==> src/design/assert_macros.svh <==
// ----------------------------------------------------------------------------
// Assertion macros
// Shared concurrent assertion forms for the RGB to NV21 converter.
// ----------------------------------------------------------------------------
`ifndef ASSERT_MACROS_SVH
`define ASSERT_MACROS_SVH

// Check that a condition implies a consequence in the same cycle.
`define ASSERT_SAME(label, clk, rst, cond, cons, msg) \
  label: assert property (@(posedge clk) disable iff (rst) (cond) |-> (cons)) \
    else $error(msg);

// Check that a condition implies a consequence in the next cycle.
`define ASSERT_NEXT(label, clk, rst, cond, cons, msg) \
  label: assert property (@(posedge clk) disable iff (rst) (cond) |=> (cons)) \
    else $error(msg);

`endif

==> src/design/rgbnv_ram.sv <==
// ----------------------------------------------------------------------------
// rgbnv_ram
// Single-port RAM with write enable, read enable and registered read data.
// ----------------------------------------------------------------------------
`timescale 1ns / 1ps

module rgbnv_ram #(
  parameter  int WIDTH  = 8,
  parameter  int DEPTH  = 16,
  localparam int ADDR_W = (DEPTH > 1) ? $clog2(DEPTH) : 1
) (
  input  logic              clk,
  input  logic              we,
  input  logic              re,
  input  logic [ADDR_W-1:0] addr,
  input  logic [WIDTH-1:0]  wdata,
  output logic [WIDTH-1:0]  rdata
);

  logic [WIDTH-1:0] mem [DEPTH];

  always_ff @(posedge clk) begin
    if (we) begin
      mem[addr] <= wdata;
    end
    if (re) begin
      rdata <= mem[addr];
    end
  end

endmodule

==> config.mk <==
export PLATFORM = sky130hd
export DESIGN_NAME = rgbnv_ram
export DESIGN_NICKNAME = d
export VERILOG_FILES = /design/src/design/assert_macros.svh /design/src/design/rgbnv_ram.sv
export SDC_FILE = /design/constraint.sdc
export NUM_CORES = 1
export LEC_CHECK = 0
export BUFFER_PORTS_ARGS = -buffer_cell sky130_fd_sc_hd__buf_4
export CAP_MARGIN = 10
export CORE_MARGIN = 2
export CORE_UTILIZATION = 40
export CTS_CLUSTER_DIAMETER = 120
export DETAILED_ROUTE_END_ITERATION = 8
export GPL_ROUTABILITY_DRIVEN = 0
export MAX_ROUTING_LAYER = met4
export PLACE_DENSITY = 0.63
export SYNTH_ARGS = -nofsm -noshare
export SYNTH_HDL_FRONTEND = slang
export SYNTH_SLANG_ARGS = --single-unit
==> constraint.sdc <==
create_clock -name clk -period 1.8 [get_ports clk]
set_clock_uncertainty 0.05 [all_clocks]
set_input_delay 0.09 -clock clk [delete_from_list [all_inputs] [get_ports clk]]
set_output_delay 0.09 -clock clk [all_outputs]
set_load 0.005 [all_outputs]
==> results of run 1 <==
-- per-layer routing --
metal  global-route usage, %  share of wire [%]  up-vias
met5                       -                  0        -
met4                   7.304                1.7        0
met3                   4.475                4.6       11
met2                   23.65                 48       79
met1                   21.37                 45     1281
li1                        -                  -     1104
-- cell usage after synthesis, drive strengths merged --
cell type  number
clkbuf          3
mux4           32
nor2b           2
a22oi          16
nand2           9
nand3           1
nor3            4
buf             8
or3b            1
edfxtp        136
nand2b          2
and2            1
nand3b          2
nor2           13
-- metrics by stage --
stage	setup WS, ns	area (µm²)	utilization [%]	hold WS (ns)
6_report	0.2619	6369	50.67	0.2813
5_1_grt	0.2020	6369	50.67	0.2996
4_1_cts	0.2723	6369	50.67	0.2764
3_5_place_dp	0.1547	5710	45.44	0.3486
3_3_place_gp	0.1393	5710	45.44	0.3475
2_1_floorplan	0.1670	5147	-	0.1389
-- flip-flops by register name (all words and copies together) (netlist names) --
register and count:
mem 128, rdata 8
-- worst paths after layout --
check,startpoint,to,depth (start not counted),slack (ns)
setup / recovery,mem[11][7]$_DFFE_PP_,rdata[7]$_DFFE_PP_,3,0.26
hold / removal,we,mem[13][3]$_DFFE_PP_,3,0.28
setup reg to reg,mem[11][7]$_DFFE_PP_,rdata[7]$_DFFE_PP_,3,0.26
hold reg to reg,mem[15][2]$_DFFE_PP_,rdata[2]$_DFFE_PP_,3,0.72
-- layout make-up --
class / instances / area (µm²) / area share (%)
Timing Repair Buffer: 60 / 498.0 / 7.819
Tap cell: 172 / 215.2 / 3.379
Multi-Input combinational cell: 83 / 1003 / 15.76
Sequential cell: 136 / 4084 / 64.13
Clock buffer: 20 / 436.7 / 6.857
Clock inverter: 11 / 131.4 / 2.063
-- report_power, final --
| group | leakage (nW) | switching (mW) | internal, mW |
|---|---|---|---|
| combinational | 0.613 | 0.198 | 0.179 |
| clock | 0.274 | 1.16 | 2.14 |
| sequential | 1.24 | 0.0186 | 3.57 |
-- worst register-to-register path, cell delays in order (launching register included) --
cell,delay [ns]
edfxtp_1,0.37
mux4_2,0.48
a22oi_1,0.30
nand2_1,0.08
-- what timing repair did --
action | in CTS | in global routing
endpoints found under the hold margin | 136 | 0
setup buffers | 0 | 0
hold buffers | 9 | 0
-- cell families after synthesis --
family          share of synthesized area [%]
flops                                   79.34
simple gates                            3.160
buf+inv                                 1.167
compound gates                          2.334
mux                                     14.00
==> impl_results.md, run 1 <==
- Peak Freq: 650.2 MHz
- Final Cycle Share: 85.45%
- Cell taking the most area after synthesis: edfxtp_1
- Clock buffer count from CTS: 17
- Initial DRT Pass Iterations: 4
- RSZ-0062 raised after global routing: no
- Synthesized flop and latch total: 136
- Share of cells above drive strength 1: 34.84%
- Register area share after synthesis: 79.34%
- Max Cap Viol: 0
- Die X: 117.4 µm
- Critical Path RT: 1.90 ns
- Clk buf depth: 2
- Hpwl dp: 6.644 mm
- Initial antenna violation count: 0
- Post-DR vias/cell: 5.135
- Top cells by area, synth: edfxtp_1 79%, mux4_2 14%, a22oi_1 2.3%, nor2_1 0.95%, nand2_1 0.66%
- CORE AREA: 12570 µm²
- Site Rows: 41
- Starting Density: 40.96%
- CTS tree: done
- Final setup vio count: 0
- Buffers added on ports: 22
- Routed len/inst: 21.02 µm
- GRT Util Overall: 16.19%
- Max incr delay on CP: 0.48 ns
- Crit end category: register
- Total die area: 13790 µm²
- DRC: 0
- Synth cell types: 17
- Final Slew Violations: 0
- Syn_area_per_cell: 22.38 µm²
- Critical path type: register to register
- Post-Syn Area: 5147 µm²
- Critical-path top delay cell: mux4_2
- Mapped Cells: 230
- Buf/Inv on CP: 0
- Slew @ Worst Pin: 0.8719 ns
- Leak: 2.123 nW
- Syn nets: 245
- Initial DRC count: 309
- Largest net degree at the start of global routing: 22
- VDD IR max: 650.7 µV
- Synth top area share: 79.34%
- CP Cell Sequence: mux4_2, a22oi_1, nand2_1
- H-Tree Depth: 4
- Die height: 117.4 µm
- Total power: 7.272 mW
- Final setup TNS: 0 ns
- Hold Path Class: input port to register
- TritonCTS Sinks: 136
- Clk root buf: clkbuf_16
- Post-cts sizing count: 0
- # diodes: 0
- Fin crit period: 1.538 ns
- First-pass GRT wire length: 15.57 mm
- Worst EP arrival: 1.63 ns
- Startpoint class of the critical path: register
- Fin. Hold Viols: 0
- Vias: 2475
- Clock Latency Late Sink: 0.41 ns
- Worst slew margin: 41.66%
- Final Non-Filler Cells: 482
- FILL cells: 988
- CP top delay family: multiplexers
- Commonest non-fill, non-tap cell in the layout: edfxtp_1
- Status: completed
- Power per cell area: 1142 nW/µm²
- Most frequent cells in the layout: 136 x edfxtp_1, 49 x buf_4, 32 x mux4_2
- Number of global-route vias before repair: 2584
- Area Growth Syn to Fin: 23.72%
- Crit-path max FO: 1
- Final Net Count: 313
- Post-detailed-routing wire length: 10.13 mm
- Final ANT Viol Nets: 0
- YS warnings: 0
- Worst-path clk slew: 0.05 ns
- GRT Residual Overflow: 0
- Top Ports: 23
- Placed insts: 442
(Power assumes the default switching activity.)
==> run 2: changes to the inputs <==
- CORE_ASPECT_RATIO: not set -> 0.9
==> impl_results.md, run 2 (synthesis gave the netlist of run 1 again) <==
- Fin crit period: 1.525 ns
- Die height: 111.6 µm
- Status: completed
- Leak: 2.079 nW
- Top Ports: 23
- Reg power frac: 51.8%
- Peak Freq: 655.8 MHz
- Placed Area: 5688 µm²
- # diodes: 0
- Commonest non-fill, non-tap cell in the layout: edfxtp_1
- Power per cell area: 1105 nW/µm²
- Initial DRT Pass Iterations: 4
- Startpoint class of the critical path: register
- Die X: 123.6 µm
- Combinational share of power: 5.4%
- Hold Path Class: input port to register
- Crit-path max FO: 1
- Final Cycle Share: 84.72%
- Slew @ Worst Pin: 0.8092 ns
- RSZ-0062 raised after global routing: no
- Final setup TNS: 0 ns
- Fin. Hold Viols: 0
- Worst reg-to-reg path cell count: 3
- Buffers added on ports: 22
- GRT busiest layer: met1
- Final setup vio count: 0
- Share of cells above drive strength 1: 33.44%
- Clock power share: 42.8%
- Met1 Use GR: 23.31%
- Post-detailed-routing wire length: 9.898 mm
- Most frequent cells in the layout: 136 x edfxtp_1, 42 x buf_4, 32 x mux4_2
- Worst-path clk slew: 0.05 ns
- FILL cells: 990
- Routed len/inst: 21.24 µm
- Vias: 2460
- Top reg by flops: mem
- Post-CTS Hold Buffers: 9
- Final Net Count: 308
- Number of global-route vias before repair: 2569
- Worst reg2reg startpoint: mem[11][7]$_DFFE_PP_
- Hpwl dp: 6.570 mm
- Hold Path Depth: 3
- P_int: 5.596 mW
- Clk root buf: clkbuf_16
- Site Rows: 39
- GRT Residual Overflow: 0
- Met2 GRT Util: 22.45%
- Clock Latency Late Sink: 0.40 ns
- Area Growth Syn to Fin: 21.93%
- CORE AREA: 12640 µm²
- R2R Setup Slk: 0.28 ns
- Met3 Usage GRT: 5.584%
- Net Sw Power: 1.339 mW
- Worst r2r dst: rdata[7]$_DFFE_PP_
- Critical Path RT: 1.89 ns
- Fin area: 6276 µm²
- VDD IR max: 664.2 µV
- Worst EP arrival: 1.62 ns
- H-Tree Depth: 4
- # Post-CTS Setup Buffers: 0
- Clock buffer count from CTS: 17
- Max reg flops: 128
- Initial DRC count: 186
- GRT Util Overall: 16.37%
- Worst hold endpoint: mem[4][1]$_DFFE_PP_
- Switching share of power: 19.31%
- TritonCTS Sinks: 136
- Largest net degree at the start of global routing: 19
- Critical path type: register to register
- Top Registers: mem x128, rdata x8
- Final Slew Violations: 0
- Max Cap Viol: 0
- Post-cts sizing count: 0
- Post-DR vias/cell: 5.279
- Final ANT Viol Nets: 0
- Initial antenna violation count: 0
- DRC: 0
- HP Start: addr[1]
- Clk buf depth: 2
- Worst slew margin: 45.85%
- First-pass GRT wire length: 15.55 mm
- Starting Density: 40.73%
- CTS tree: done
- Total die area: 13790 µm²
- Crit end category: register
run 2: changes by cell type in the layout (fill, tap and decap cells not counted):
cell,before,now
clkinv_4,1,0
clkbuf_1,3,4
buf_4,49,42
clkinv_2,2,4
bufinv_16,3,1
clkinvlp_4,1,0
buf_12,2,4
clkinv_1,4,2
run 2: worst max path at each step:
| stage | startpoint | end | slack, ns | depth (start not counted) |
|---|---|---|---|---|
| 2_1_floorplan | addr[2] | mem[0][0]$_DFFE_PP_ | 0.17 | 2 |
| 3_3_place_gp | addr[0] | rdata[7]$_DFFE_PP_ | 0.14 | 5 |
| 3_5_place_dp | addr[0] | rdata[7]$_DFFE_PP_ | 0.13 | 5 |
| 4_1_cts | mem[11][7]$_DFFE_PP_ | rdata[7]$_DFFE_PP_ | 0.26 | 3 |
| 5_1_grt | mem[10][7]$_DFFE_PP_ | rdata[7]$_DFFE_PP_ | 0.18 | 3 |
| 6_report | mem[11][7]$_DFFE_PP_ | rdata[7]$_DFFE_PP_ | 0.28 | 3 |
run 2: final cells by class:
class	instances	area [µm²]	share of cell area (%)
Sequential cell	136	4084	65.07
Multi-Input combinational cell	83	1003	15.99
Timing Repair Buffer	55	485.5	7.735
Clock buffer	21	440.4	7.018
Tap cell	164	205.2	3.270
Clock inverter	7	57.56	0.9171
run 2: power groups by stage:
stage / logic, mW / registers, mW / clock network (mW)
finish: 0.376 / 3.59 / 2.97
global route: 0.410 / 3.60 / 3.17
CTS: 0.382 / 3.59 / 3.02
detailed placement: 0.366 / 3.66 / 0
global placement: 0.359 / 3.66 / 0
floorplan: 0.183 / 3.65 / 0
run 2: stage by stage:
step | std cells | setup slack [ns] | util [%] | hold WS [ns] | total power, mW
final | 466 | 0.2750 | 49.66 | 0.2458 | 6.935
after floorplan | 230 | 0.1670 | - | 0.1389 | 3.832
after global placement | 429 | 0.1426 | 45.01 | 0.3587 | 4.015
after global routing | 466 | 0.1803 | 49.66 | 0.2489 | 7.178
after CTS | 466 | 0.2611 | 49.66 | 0.2371 | 6.997
after detailed placement | 429 | 0.1336 | 45.01 | 0.3652 | 4.022
run 2: metal layers:
layer / share of wire, % / up-vias
met5: 0 / -
met4: 0.65 / 0
met3: 6.1 / 6
met2: 48 / 76
met1: 45 / 1286
li1: - / 1092
run 2: worst max-delay path: stages, from the launching register on:
cell,delay (ns)
edfxtp_1,0.36
mux4_2,0.46
a22oi_1,0.30
nand2_1,0.10
